<file path="config.mk">
export PLATFORM = sky130hd
export DESIGN_NAME = retransmit_aware_segment_scheduler_unit
export DESIGN_NICKNAME = d
export VERILOG_FILES = /design/src/hw/rtl/rass_pkg.sv /design/src/hw/rtl/rass_ram.sv /design/src/hw/rtl/rass_ctrl.sv /design/src/hw/rtl/rass_dp.sv /design/src/hw/rtl/retransmit_aware_segment_scheduler_unit.sv
export SDC_FILE = /design/constraint.sdc
export NUM_CORES = 2
export LEC_CHECK = 0
export BUFFER_PORTS_ARGS = -buffer_cell sky130_fd_sc_hd__buf_4
export CORE_UTILIZATION = 57
export DETAILED_ROUTE_END_ITERATION = 8
export GPL_TIMING_DRIVEN = 0
export PLACE_DENSITY = 0.74
export SETUP_SLACK_MARGIN = 0.3
export SKIP_CTS_REPAIR_TIMING = 1
export SLEW_MARGIN = 10
export SYNTH_ARGS = -nofsm -noshare
export SYNTH_HDL_FRONTEND = slang
export SYNTH_SLANG_ARGS = --single-unit
</file>
<file path="constraint.sdc">
create_clock -name clk -period 11.1 [get_ports clk]
set_clock_uncertainty 0.15 [all_clocks]
set_input_delay 1.11 -clock clk [delete_from_list [all_inputs] [get_ports clk]]
set_output_delay 1.11 -clock clk [all_outputs]
set_load 0.05 [all_outputs]
</file>
<file path="src/hw/rtl/rass_pkg.sv">
package rass_pkg;

	// pending-range queue geometry
	localparam int unsigned QUEUE_DEPTH = 16;
	localparam int unsigned QAW = (QUEUE_DEPTH > 1) ? $clog2(QUEUE_DEPTH) : 1;
	localparam int unsigned QCW = $clog2(QUEUE_DEPTH + 1);
	localparam int unsigned QSUM_W = QCW + 1;
	localparam int unsigned ENTRY_W = 64;

	localparam logic [15:0] MAX_SEG_RESET = 16'd1024;

	typedef enum logic {
		REG_MAX_SEGMENT = 1'b0,
		REG_TOTAL_BYTES = 1'b1
	} reg_index_t;

	typedef enum logic [2:0] {
		ST_IDLE,
		ST_CHECK,
		ST_PICK,
		ST_SERVE,
		ST_SEND
	} state_t;

	typedef struct packed {
		logic capture;
		logic check;
		logic read_head;
		logic serve_queue;
		logic serve_fresh;
		logic serve_idle;
		logic load_marker;
	} cmd_t;

	typedef struct packed {
		logic queue_empty;
		logic fresh_left;
		logic marker_pend;
	} sts_t;

endpackage

</file>
<file path="src/hw/rtl/rass_ram.sv">
module rass_ram #(
	parameter int unsigned WIDTH = 64,
	parameter int unsigned DEPTH = 16
) (
	input  logic                                     clk,
	input  logic                                     we,
	input  logic [((DEPTH > 1) ? $clog2(DEPTH) : 1)-1:0] waddr,
	input  logic [WIDTH-1:0]                         wdata,
	input  logic [((DEPTH > 1) ? $clog2(DEPTH) : 1)-1:0] raddr,
	output logic [WIDTH-1:0]                         rdata
);

	logic [WIDTH-1:0] mem_q [DEPTH];

	always_ff @(posedge clk) begin
		if (we) begin
			mem_q[waddr] <= wdata;
		end
		rdata <= mem_q[raddr];
	end

endmodule

</file>
<file path="src/hw/rtl/rass_ctrl.sv">
module rass_ctrl (
	input  logic             clk,
	input  logic             arst_n,
	input  logic             in_valid,
	output logic             in_stall,
	output logic             out_valid,
	input  logic             out_stall,
	output rass_pkg::cmd_t   cmd,
	input  rass_pkg::sts_t   sts
);

	rass_pkg::state_t state_q;
	rass_pkg::state_t state_nxt;

	always_ff @(posedge clk or negedge arst_n) begin
		if (!arst_n) begin
			state_q <= rass_pkg::ST_IDLE;
		end else begin
			state_q <= state_nxt;
		end
	end

	always_comb begin
		state_nxt = state_q;
		unique case (state_q)
			rass_pkg::ST_IDLE: begin
				if (in_valid) state_nxt = rass_pkg::ST_CHECK;
			end
			rass_pkg::ST_CHECK: state_nxt = rass_pkg::ST_PICK;
			rass_pkg::ST_PICK: begin
				if (!sts.queue_empty) state_nxt = rass_pkg::ST_SERVE;
				else state_nxt = rass_pkg::ST_SEND;
			end
			rass_pkg::ST_SERVE: state_nxt = rass_pkg::ST_SEND;
			rass_pkg::ST_SEND: begin
				if (!out_stall && !sts.marker_pend) state_nxt = rass_pkg::ST_IDLE;
			end
			default: state_nxt = rass_pkg::ST_IDLE;
		endcase
	end

	always_comb begin
		cmd = '0;
		in_stall = 1'b1;
		out_valid = 1'b0;
		unique case (state_q)
			rass_pkg::ST_IDLE: begin
				in_stall = 1'b0;
				cmd.capture = in_valid;
			end
			rass_pkg::ST_CHECK: cmd.check = 1'b1;
			rass_pkg::ST_PICK: begin
				if (!sts.queue_empty) cmd.read_head = 1'b1;
				else if (sts.fresh_left) cmd.serve_fresh = 1'b1;
				else cmd.serve_idle = 1'b1;
			end
			rass_pkg::ST_SERVE: cmd.serve_queue = 1'b1;
			rass_pkg::ST_SEND: begin
				out_valid = 1'b1;
				cmd.load_marker = !out_stall && sts.marker_pend;
			end
			default: begin
				cmd = '0;
			end
		endcase
	end

	a_ready_only_idle: assert property (@(posedge clk) disable iff (!arst_n)
		!in_stall |-> (state_q == rass_pkg::ST_IDLE))
		else $error("input taken outside idle");

	a_marker_follows: assert property (@(posedge clk) disable iff (!arst_n)
		cmd.load_marker |=> out_valid)
		else $error("end marker not presented after data word");

	a_serve_after_read: assert property (@(posedge clk) disable iff (!arst_n)
		cmd.serve_queue |-> $past(cmd.read_head))
		else $error("queue served without head read");

endmodule

</file>
<file path="src/hw/rtl/rass_dp.sv">
module rass_dp (
	input  logic                  clk,
	input  logic                  arst_n,
	input  rass_pkg::cmd_t        cmd,
	output rass_pkg::sts_t        sts,
	input  logic                  cfg_write,
	input  logic                  cfg_index,
	input  logic [31:0]           cfg_data,
	input  logic                  operation,
	input  logic [31:0]           range_start,
	input  logic [31:0]           range_end,
	output logic                  seg_valid,
	output logic [31:0]           seg_start,
	output logic [32:0]           seg_end,
	output logic [15:0]           seg_length,
	output logic                  is_end_marker,
	output logic                  request_dropped,
	output logic                  last_result
);

	logic [15:0] max_segment_q;
	logic [31:0] total_bytes_q;

	logic [rass_pkg::QAW-1:0] head_q;
	logic [rass_pkg::QCW-1:0] count_q;
	logic [31:0]              sent_q;
	logic                     marker_pend_q;

	logic        op_q;
	logic [31:0] rs_q;
	logic [31:0] re_q;
	logic        drop_q;

	logic [15:0] maxseg;
	logic        drop;
	logic        push;

	logic [rass_pkg::QSUM_W-1:0] tail_sum;
	logic [rass_pkg::QSUM_W-1:0] tail_wrap;
	logic [rass_pkg::QAW-1:0]    tail;
	logic [rass_pkg::QAW-1:0]    head_inc;

	logic                         ram_we;
	logic [rass_pkg::QAW-1:0]     ram_waddr;
	logic [rass_pkg::ENTRY_W-1:0] ram_wdata;
	logic [rass_pkg::ENTRY_W-1:0] ram_rdata;

	logic [31:0] q_start;
	logic [31:0] q_end;
	logic [32:0] q_diff;
	logic [32:0] q_span;
	logic        q_split;

	logic [31:0] remaining;
	logic        fresh_fin;
	logic [15:0] chunk;

	always_ff @(posedge clk or negedge arst_n) begin
		if (!arst_n) begin
			max_segment_q <= rass_pkg::MAX_SEG_RESET;
			total_bytes_q <= '0;
		end else if (cfg_write) begin
			unique case (rass_pkg::reg_index_t'(cfg_index))
				rass_pkg::REG_MAX_SEGMENT: max_segment_q <= cfg_data[15:0];
				rass_pkg::REG_TOTAL_BYTES: total_bytes_q <= cfg_data;
			endcase
		end
	end

	// zero segment size counts as one byte
	assign maxseg = (max_segment_q == 16'd0) ? 16'd1 : max_segment_q;

	always_ff @(posedge clk) begin
		if (cmd.capture) begin
			op_q <= operation;
			rs_q <= range_start;
			re_q <= range_end;
		end
		if (cmd.check) begin
			drop_q <= drop;
		end
	end

	assign drop = op_q && ((re_q < rs_q) ||
		(count_q == rass_pkg::QCW'(rass_pkg::QUEUE_DEPTH)));
	assign push = cmd.check && op_q && !drop;

	assign tail_sum = rass_pkg::QSUM_W'(head_q) + rass_pkg::QSUM_W'(count_q);
	assign tail_wrap = (tail_sum >= rass_pkg::QSUM_W'(rass_pkg::QUEUE_DEPTH)) ?
		tail_sum - rass_pkg::QSUM_W'(rass_pkg::QUEUE_DEPTH) : tail_sum;
	assign tail = tail_wrap[rass_pkg::QAW-1:0];
	assign head_inc = (head_q == rass_pkg::QAW'(rass_pkg::QUEUE_DEPTH - 1)) ?
		'0 : head_q + rass_pkg::QAW'(1);

	// head entry as read out of the queue memory
	assign q_start = ram_rdata[63:32];
	assign q_end   = ram_rdata[31:0];
	assign q_diff  = {1'b0, q_end} - {1'b0, q_start};
	assign q_span  = q_diff + 33'd1;
	assign q_split = q_diff >= {17'd0, maxseg};

	assign remaining = total_bytes_q - sent_q;
	assign fresh_fin = remaining <= {16'd0, maxseg};
	assign chunk     = fresh_fin ? remaining[15:0] : maxseg;

	assign ram_we    = push || (cmd.serve_queue && q_split);
	assign ram_waddr = cmd.serve_queue ? head_q : tail;
	assign ram_wdata = cmd.serve_queue ? {q_start + 32'(maxseg), q_end} : {rs_q, re_q};

	rass_ram #(
		.WIDTH(rass_pkg::ENTRY_W),
		.DEPTH(rass_pkg::QUEUE_DEPTH)
	) u_queue (
		.clk  (clk),
		.we   (ram_we),
		.waddr(ram_waddr),
		.wdata(ram_wdata),
		.raddr(head_q),
		.rdata(ram_rdata)
	);

	always_ff @(posedge clk or negedge arst_n) begin
		if (!arst_n) begin
			head_q        <= '0;
			count_q       <= '0;
			sent_q        <= '0;
			marker_pend_q <= 1'b0;
		end else begin
			if (push) begin
				count_q <= count_q + rass_pkg::QCW'(1);
			end
			if (cmd.serve_queue && !q_split) begin
				head_q  <= head_inc;
				count_q <= count_q - rass_pkg::QCW'(1);
			end
			if (cmd.serve_fresh) begin
				sent_q        <= sent_q + 32'(chunk);
				marker_pend_q <= fresh_fin;
			end
			if (cmd.load_marker) begin
				marker_pend_q <= 1'b0;
			end
		end
	end

	always_ff @(posedge clk) begin
		if (cmd.serve_queue) begin
			seg_valid     <= 1'b1;
			seg_start     <= q_start;
			seg_end       <= q_split ? ({1'b0, q_start} + {17'd0, maxseg} - 33'd1)
				: {1'b0, q_end};
			seg_length    <= q_split ? maxseg : q_span[15:0];
			is_end_marker <= 1'b0;
			last_result   <= 1'b1;
		end else if (cmd.serve_fresh) begin
			seg_valid     <= 1'b1;
			seg_start     <= sent_q;
			seg_end       <= {1'b0, sent_q} + {17'd0, chunk} - 33'd1;
			seg_length    <= chunk;
			is_end_marker <= 1'b0;
			last_result   <= !fresh_fin;
		end else if (cmd.serve_idle) begin
			seg_valid     <= 1'b0;
			seg_start     <= '0;
			seg_end       <= '0;
			seg_length    <= '0;
			is_end_marker <= 1'b0;
			last_result   <= 1'b1;
		end else if (cmd.load_marker) begin
			seg_valid     <= 1'b1;
			seg_start     <= total_bytes_q;
			seg_end       <= {1'b0, total_bytes_q} + 33'd1;
			seg_length    <= '0;
			is_end_marker <= 1'b1;
			last_result   <= 1'b1;
		end
	end

	assign request_dropped = drop_q;

	assign sts.queue_empty = (count_q == '0);
	assign sts.fresh_left  = sent_q < total_bytes_q;
	assign sts.marker_pend = marker_pend_q;

	a_count_bound: assert property (@(posedge clk) disable iff (!arst_n)
		count_q <= rass_pkg::QCW'(rass_pkg::QUEUE_DEPTH))
		else $error("pending queue count overflow");

	a_serve_nonempty: assert property (@(posedge clk) disable iff (!arst_n)
		cmd.serve_queue |-> !sts.queue_empty)
		else $error("served an empty queue");

	a_sent_bound: assert property (@(posedge clk) disable iff (!arst_n)
		cmd.serve_fresh |=> (sent_q <= total_bytes_q) && !$past(sts.marker_pend))
		else $error("fresh data overran file size");

endmodule

</file>
<file path="src/hw/rtl/retransmit_aware_segment_scheduler_unit.sv">
// Sender-side segment scheduler. Each input word is one send opportunity and may also carry an
// inclusive retransmission range (operation = 1), which is appended to a 16-entry FIFO held in a
// small RAM. Pending ranges go first, cut into pieces of at most max_segment bytes; otherwise the
// next fresh chunk of the file is sent, or a word with seg_valid low once the whole file is sent,
// and the final fresh chunk is followed by an end-marker word (start = total_bytes, end =
// total_bytes + 1, length 0). A request that finds the FIFO full or has range_end below range_start
// is dropped, and request_dropped is set on every result word of that item. The block handles one
// item at a time: in_stall is low only when it is idle. A queued range passes through an extra
// serve state for the registered read of the FIFO head; an end marker adds one more word. The next
// item is taken the cycle after the last result word is accepted. Configuration (max_segment at
// index 0, total_bytes at index 1) is written through cfg_write; the user must write it only while
// the block is idle, which the block itself does not enforce; max_segment of 0 acts as 1.
module retransmit_aware_segment_scheduler_unit (
	input  logic        clk,
	input  logic        arst_n,
	input  logic        cfg_write,
	input  logic        cfg_index,
	input  logic [31:0] cfg_data,
	input  logic        in_valid,
	output logic        in_stall,
	input  logic        operation,
	input  logic [31:0] range_start,
	input  logic [31:0] range_end,
	output logic        out_valid,
	input  logic        out_stall,
	output logic        seg_valid,
	output logic [31:0] seg_start,
	output logic [32:0] seg_end,
	output logic [15:0] seg_length,
	output logic        is_end_marker,
	output logic        request_dropped,
	output logic        last_result
);

	rass_pkg::cmd_t cmd;
	rass_pkg::sts_t sts;

	// sequencer: walks capture, queue check, pick, serve and send
	rass_ctrl u_ctrl (
		.clk      (clk),
		.arst_n   (arst_n),
		.in_valid (in_valid),
		.in_stall (in_stall),
		.out_valid(out_valid),
		.out_stall(out_stall),
		.cmd      (cmd),
		.sts      (sts)
	);

	// datapath: config registers, range FIFO, byte counters and result register
	rass_dp u_dp (
		.clk            (clk),
		.arst_n         (arst_n),
		.cmd            (cmd),
		.sts            (sts),
		.cfg_write      (cfg_write),
		.cfg_index      (cfg_index),
		.cfg_data       (cfg_data),
		.operation      (operation),
		.range_start    (range_start),
		.range_end      (range_end),
		.seg_valid      (seg_valid),
		.seg_start      (seg_start),
		.seg_end        (seg_end),
		.seg_length     (seg_length),
		.is_end_marker  (is_end_marker),
		.request_dropped(request_dropped),
		.last_result    (last_result)
	);

endmodule
</file>
# After elaboration in Yosys (flattened, before gate mapping)

Memory sizes are Yosys's and may differ from the RTL's. A register that Yosys moved wholly into a read port is not among the register bits.
Index checks and enable logic that the tools add are counted.
Widths: inputs -> output; s select.

Memories kept: 1
Memory bits (read-only): 0
Bits in latches: 0
Memory bits (writable): 1,024
Flip-flop bits (word level): 243
Logic and storage cells: 118
Input bits: 103

$add $sub $neg: 15
Multipliers: 0
Reductions and logical operators: 27
Eq/ne operators: 8
$lt $le $gt $ge: 5
Multiplexer cells: 44
Shift operators: 0
Divide/modulo/power cells: 0
Bitwise operators: 1

Memory list:

| name               | words | bits a word | rd ports | clocked after Yosys merged registers in | wr ports | RTL line       | RTL |
|---|---|---|---|---|---|---|---|
| u_dp.u_queue.mem_q | 16    | 64          | 1        | 1                                       | 1        | rass_ram.sv:13 | `logic [WIDTH-1:0] mem_q [DEPTH];` |

Operator list:

| kind                  | count |
|---|---|
| $mux 33               | 5 |
| $mux 32               | 4 |
| $mux 16               | 7 |
| $add 32x16->33        | 2 |
| $sub 33x1->33 const B | 2 |
| $add 32x16->32        | 2 |
| $lt 32x32->1          | 2 |
| $mux 64               | 1 |
| $add 32x1->33 const B | 1 |
| $ge 33x16->1          | 1 |
| $sub 32x32->33        | 1 |
| $le 32x16->1          | 1 |
| $sub 32x32->32        | 1 |
| $add 16x1->16 const B | 1 |
| $logic_not 16->1      | 1 |
| $mux 1                | 16 |
| $pmux 3 s5            | 1 |
| $mux 4                | 3 |
| $mux 5                | 2 |
| $mux 3                | 3 |
| $logic_and 1x1->1     | 7 |
| $add 4x5->6           | 1 |
| $eq 3x2->1 const B    | 2 |
| $ge 6x5->1 const B    | 1 |
| 22 further kinds      | 32 |

# Logic depth before layout (Yosys ltp)

Depth in word-level cells: 8
Gate-level depth with buffers: 38

# Modules after synthesis

From an unflattened synthesis, not the netlist that was laid out.

Cell total of the unflattened synthesis: 4,300
Area, all modules: 62,907.8 um^2

By module, submodules not included:

| module    | times used | cells an instance | area an instance (um^2) | seq. area each (um^2) |
|---|---|---|---|---|
| rass_ram  | 1          | 1,647             | 39,581.7                | 32,030.7 |
| rass_dp   | 1          | 2,628             | 23,112.2                | 6,727.7 |
| rass_ctrl | 1          | 25                | 214.0                   | 75.1 |

# Worst setup path after synthesis

No wires, ideal clock.

Path type: register to register
From: register u_dp.u_queue.rdata[0], read port of u_dp.u_queue.mem_q
To: memory u_dp.u_queue.mem_q[1][0], enable pin
Library setup time: 565 ps
Buffers on the path: 2
Data required time: 10,385 ps
Arrival: 8,418 ps
Slack: 1,967 ps
Stages on the path, launching flop included: 25
Cells stage by stage: dfxtp_1 > inv_1 > ha_1 > inv_1 > fa_1 > a211oi_1 > o21ai_0 > and3_1 > nor3_1 > o21ai_0 > xor2_1 > ha_1 > nand2_1 > nor3_1 > nand3_1 > o2111ai_1 > nor4_1 > o2111a_1 > nor4b_1 > nor4bb_1 > buf_2 > o21ai_0 > nand2b_1 > clkbuf_1 > nor3_1

Cells in the longest elaborated chain, start to end: 6

RTL lines:

| what                         | RTL line       | RTL |
|---|---|---|
| from (decl)                  | rass_ram.sv:10 | `output logic [WIDTH-1:0] rdata` |
| $sub 32x32->33               | rass_dp.sv:98  | `assign q_diff = {1'b0, q_end} - {1'b0, q_start};` |
| $ge 33x16->1                 | rass_dp.sv:100 | `assign q_split = q_diff >= {17'd0, maxseg};` |
| $logic_and 1x1->1            | rass_dp.sv:106 | `assign ram_we = push \|\| (cmd.serve_queue && q_split);` |
| $logic_or 1x1->1             | rass_dp.sv:106 |  |
| $mux 1                       | rass_ram.sv:16 | `if (we) begin` |
| $mux 1 (implied by the code) | rass_ram.sv:17 | `mem_q[waddr] <= wdata;` |
| to (decl)                    | rass_ram.sv:13 |  |

Every way passes these cells.

# Final worst setup path

From: register u_dp.total_bytes_q[0]
To: register u_dp.seg_end[31], data pin

Cells in the longest elaborated chain, start to end: 7
Elaborated cells between the ends (all ways): 15
Those cells by class: add/sub (4); order compare (2); mux (9)

RTL lines:

| what                                           | RTL line                        | RTL |
|---|---|---|
| from (decl)                                    | rass_dp.sv:22                   | `logic [31:0] total_bytes_q;` |
| from (signal assigned)                         | rass_dp.sv:65                   | `rass_pkg::REG_TOTAL_BYTES: total_bytes_q <= cfg_data;` |
| $sub 32x32->32 or $lt 32x32->1 (tied branches) | rass_dp.sv:102, rass_dp.sv:182  |  |
| $le 32x16->1 or $mux 1 (tied branches)         | rass_dp.sv:103, rass_ctrl.sv:54 |  |
| $mux 16 or $mux 2 (tied branches)              | rass_dp.sv:104, rass_ctrl.sv:53 |  |
| $add 32x16->33 or $mux 2 (tied branches)       | rass_dp.sv:158, rass_ctrl.sv:46 |  |
| $sub 33x1->33 or $mux 33 (tied branches)       | rass_dp.sv:158, rass_dp.sv:162  |  |
| $mux 33 (*)                                    | rass_dp.sv:155                  | `end else if (cmd.serve_fresh) begin` |
| $mux 33 (*)                                    | rass_dp.sv:147                  | `if (cmd.serve_queue) begin` |
| to (signal assigned)                           | rass_dp.sv:150                  | `seg_end <= q_split ? ({1'b0, q_start} + {17'd0, maxseg} - 33'd1)` |
| to (signal assigned)                           | rass_dp.sv:158                  | `seg_end <= {1'b0, sent_q} + {17'd0, chunk} - 33'd1;` |
| to (signal assigned)                           | rass_dp.sv:172                  | `seg_end <= {1'b0, total_bytes_q} + 33'd1;` |
| to (decl)                                      | rass_dp.sv:14                   | `output logic [32:0] seg_end,` |

Every way passes the cells marked *; elsewhere a longest branch is shown, timed or not. The select of a mux whose other input is x is not followed.
A chain may end at the register's enable or synchronous reset.

==> reports/qor.csv <==
stage;metric;value;unit
outcome;status;completed;
timing;drv_slew;0;
placed_design;dpl.hpwl;143000;microns
power;ir_drop;0.217;mV
placed_design;dpl_cell_area;67200;sq um
logic_synthesis;synth_area_leader_cell;edfxtp_1;
cells_and_area;fin_area;71800;sq um
setup_path;reg2reg_slack;0.80;ns
logic_synthesis;synth_ff_type;edfxtp_1;
route;drtIter0Drc;5123;
timing;hold_viol_final;0;
route;wl_per_cell;31.5;microns
cells_and_area;instances_no_fill;6177;
placed_design;pre_cts_ws;0.485;ns
setup_path;cp-end-kind;flop;
floorplan;die_h;333;microns
placed_design;dp_cells;5920;
global_route;first_global_vias;40400;
floorplan;core_area;109000;sq um
clock_tree;cts-htree-levels;4;
setup_path;setup.worst_path.class;reg -> reg;
global_route;grt_max_degree;94;
setup_path;cp_common_cell;a21oi_1;
clock_tree;cts.clk_slew.worst_paths;0.06;ns
cells_and_area;fillers;7465;
clock_tree;cts-root-buf;clkbuf_16;
power;power_density;223;nW/um^2
timing;finalSetupViolCount;0;
route;drc;0;
timing;layout_setup_ws;0.803;ns
timing;fin_setup_tns;0;ns
timing;rsz0062_at_grt;false;
logic_synthesis;yosysWarnings;0;
cells_and_area;mostFrequentLayoutCell;edfxtp_1;
setup_path;path_buf_inv;4;
setup_path;worstPathRequired;11.41;ns
setup_path;worst_setup_path_start_kind;flop;
power;p_leak;26.0;nW
logic_synthesis;synth_edf_count;1171;
logic_synthesis;syn_avg_cell_area;15.0;sq um
clock_tree;cts_made_buffers;136;
timing;relSlewSlack;7.66;%
cells_and_area;nNetsFinal;5062;
global_route;grt_pass1_wl;278000;microns
clock_tree;cts_tree;built;
logic_synthesis;yosysSeqAreaShare;62.2;%
timing;whs;0.276;ns
global_route;antenna_found_initial;4;
timing;worstMarginPinSlew;1.39;ns
global_route;grt_usage;35.3;%
logic_synthesis;syn-num-nets;4569;
logic_synthesis;synth.area.top_cells;edfxtp_1 (56%), mux4_2 (12%), ha_1 (6.1%);
logic_synthesis;syn_inst;4153;
timing;fmax;97.1;MHz
cells_and_area;drive_gt1_share;20.9;%
setup_path;cp_top_family;compound AO/OA/AOI/OAI gates;
floorplan;die_x;333;microns
route;ant_nets;0;
run;cap_violations;0;
floorplan;start_util;57.5;%
floorplan;io_pins;190;
route;drtPass1Iterations;6;
clock_tree;cts.sinks;1331;
route;vias;40800;
cells_and_area;utilization;66.1;%
route;drt_wl_total;195000;microns
placed_design;gp_congestion;0.974;
floorplan;num_rows;121;
timing;fin_crit_sh;92.8;%
logic_synthesis;netlist_area;62500;sq um
logic_synthesis;synthDistinctLibCells;81;
power;power;16.0;mW
timing;finalCriticalPeriod;10.30;ns
route;vias_per_cell;6.61;
setup_path;rr_endpoint;u_dp.seg_end[31]$_DFFE_PP_;
cells_and_area;syn2layout_area_growth;15.0;%
cells_and_area;final_cell_mix;edfxtp_1 (1171), mux4_2 (320), ha_1 (305);
logic_synthesis;synth_seq_cells;1331;
logic_synthesis;synthArstFlopShare;6.99;%
min_path;hold_path_class;in -> async;
clock_tree;worst_skew_pair.late_latency;0.80;ns
setup_path;arrival;10.61;ns
setup_path;cp_slowest_cell;or4_1;
setup_path;r2r_cells;36;
logic_synthesis;synth_top_area_share;56.3;%
placed_design;port_buffers;189;
setup_path;cp_slowest_stage_delay;0.58;ns
setup_path;critPathMaxFanout;10;
global_route;grt_overflow;0;
setup_path;r2r_start;u_dp.total_bytes_q[0]$_DFFE_PN0P_;
floorplan;dieArea;111000;sq um
clock_tree;clockBufferDepth;3;
-- state kept, by name (all words and copies together), names as in the netlist, 4 cells and up --
| register | flops |
|---|---|
| u_dp.u_queue.mem_q | 1024 |
| u_dp.u_queue.rdata | 64 |
| u_dp.seg_end | 33 |
| u_dp.re_q | 32 |
| u_dp.rs_q | 32 |
| u_dp.seg_start | 32 |
| u_dp.sent_q | 32 |
| u_dp.total_bytes_q | 32 |
| u_dp.max_segment_q | 16 |
| u_dp.seg_length | 16 |
| u_dp.count_q | 5 |
| u_dp.head_q | 4 |
-- worst reg2reg max path, delay by kind of cell, from the launching register on --
kind | cells | cell delay (ns)
mux | 1 | 0.25
simple gates | 6 | 1.71
buf+inv | 4 | 0.58
xor+xnor | 2 | 0.71
flops | 1 | 0.48
fa+ha+maj | 5 | 1.85
compound gates | 18 | 4.27
-- logic make-up after synthesis --
group	count (synthesis)	synth area share [%]
AOI/OAI and AO/OA	723	7.41
xor gates and xnor gates	199	2.79
adders and majority gates	313	6.37
buffers and inverters	418	2.58
DFF	1331	62.2
muxes	387	12.9
and+or+nand+nor	782	5.81
-- final cells by class --
| cell class | count | area [sq um] | area share, % |
|---|---|---|---|
| flip-flops and latches | 1331 | 38800 | 54.0 |
| multi-input cells | 2404 | 22200 | 30.8 |
| diodes | 3 | 7.51 | 0.0104 |
| inverters | 246 | 923 | 1.29 |
| well taps | 1414 | 1770 | 2.46 |
| clock buffers | 173 | 3610 | 5.03 |
| repair buffers | 355 | 2900 | 4.04 |
| plain buffers | 172 | 703 | 0.979 |
| clock inverters | 79 | 942 | 1.31 |
-- power by group --
group          switching (mW)  total [mW]  internal [mW]
Combinational            3.21        4.79           1.58
Sequential              0.316        6.58           6.27
Clock                    2.02        4.67           2.65
-- synthesized netlist by cell type (15+ instances only) --
library cell	number
a211oi_1	22
a21o_1	78
a21oi_1	195
a22oi_1	20
a31oi_1	16
and3_1	34
buf_1	31
clkbuf_1	128
dfrtp_1	92
dfxtp_1	67
edfxtp_1	1171
ha_1	305
inv_1	246
mux2_2	37
mux2i_1	20
mux4_2	320
nand2_1	302
nand2b_1	23
nand3_1	83
nand4_1	31
nor2_1	154
nor2b_1	21
nor3_1	62
nor4_1	15
o21a_1	27
o21ai_0	175
o21bai_1	15
o221ai_1	31
o22ai_1	33
or3_1	18
xnor2_1	136
xor2_1	63
-- layer usage --
layer / up-vias / track usage (%) / share of wire [%]
li1: 17100 / - / -
met1: 20600 / 46.3 / 37
met2: 2653 / 55.9 / 46
met3: 533 / 6.89 / 10
met4: 0 / 19.3 / 6.3
met5: - / 0 / 0
-- how the worst max path moves through the flow --
stage / start / endpoint / slack, ns / depth (start not counted)
after global placement: u_dp.u_queue.rdata[32]$_DFF_P_ / u_dp.u_queue.mem_q[15][3]$_DFFE_PP_ / -5.73 / 22
after CTS: u_dp.total_bytes_q[0]$_DFFE_PN0P_ / u_dp.seg_end[31]$_DFFE_PP_ / 0.41 / 36
after global routing: u_dp.total_bytes_q[0]$_DFFE_PN0P_ / u_dp.seg_end[31]$_DFFE_PP_ / 0.33 / 36
after floorplan: u_dp.u_queue.rdata[0]$_DFF_P_ / u_dp.u_queue.mem_q[1][0]$_DFFE_PP_ / 1.97 / 24
final: u_dp.total_bytes_q[0]$_DFFE_PN0P_ / u_dp.seg_end[31]$_DFFE_PP_ / 0.80 / 36
after detailed placement: u_dp.total_bytes_q[0]$_DFFE_PN0P_ / u_dp.seg_end[31]$_DFFE_PP_ / 0.48 / 36
No activity file was read; power rests on OpenSTA's default activity.
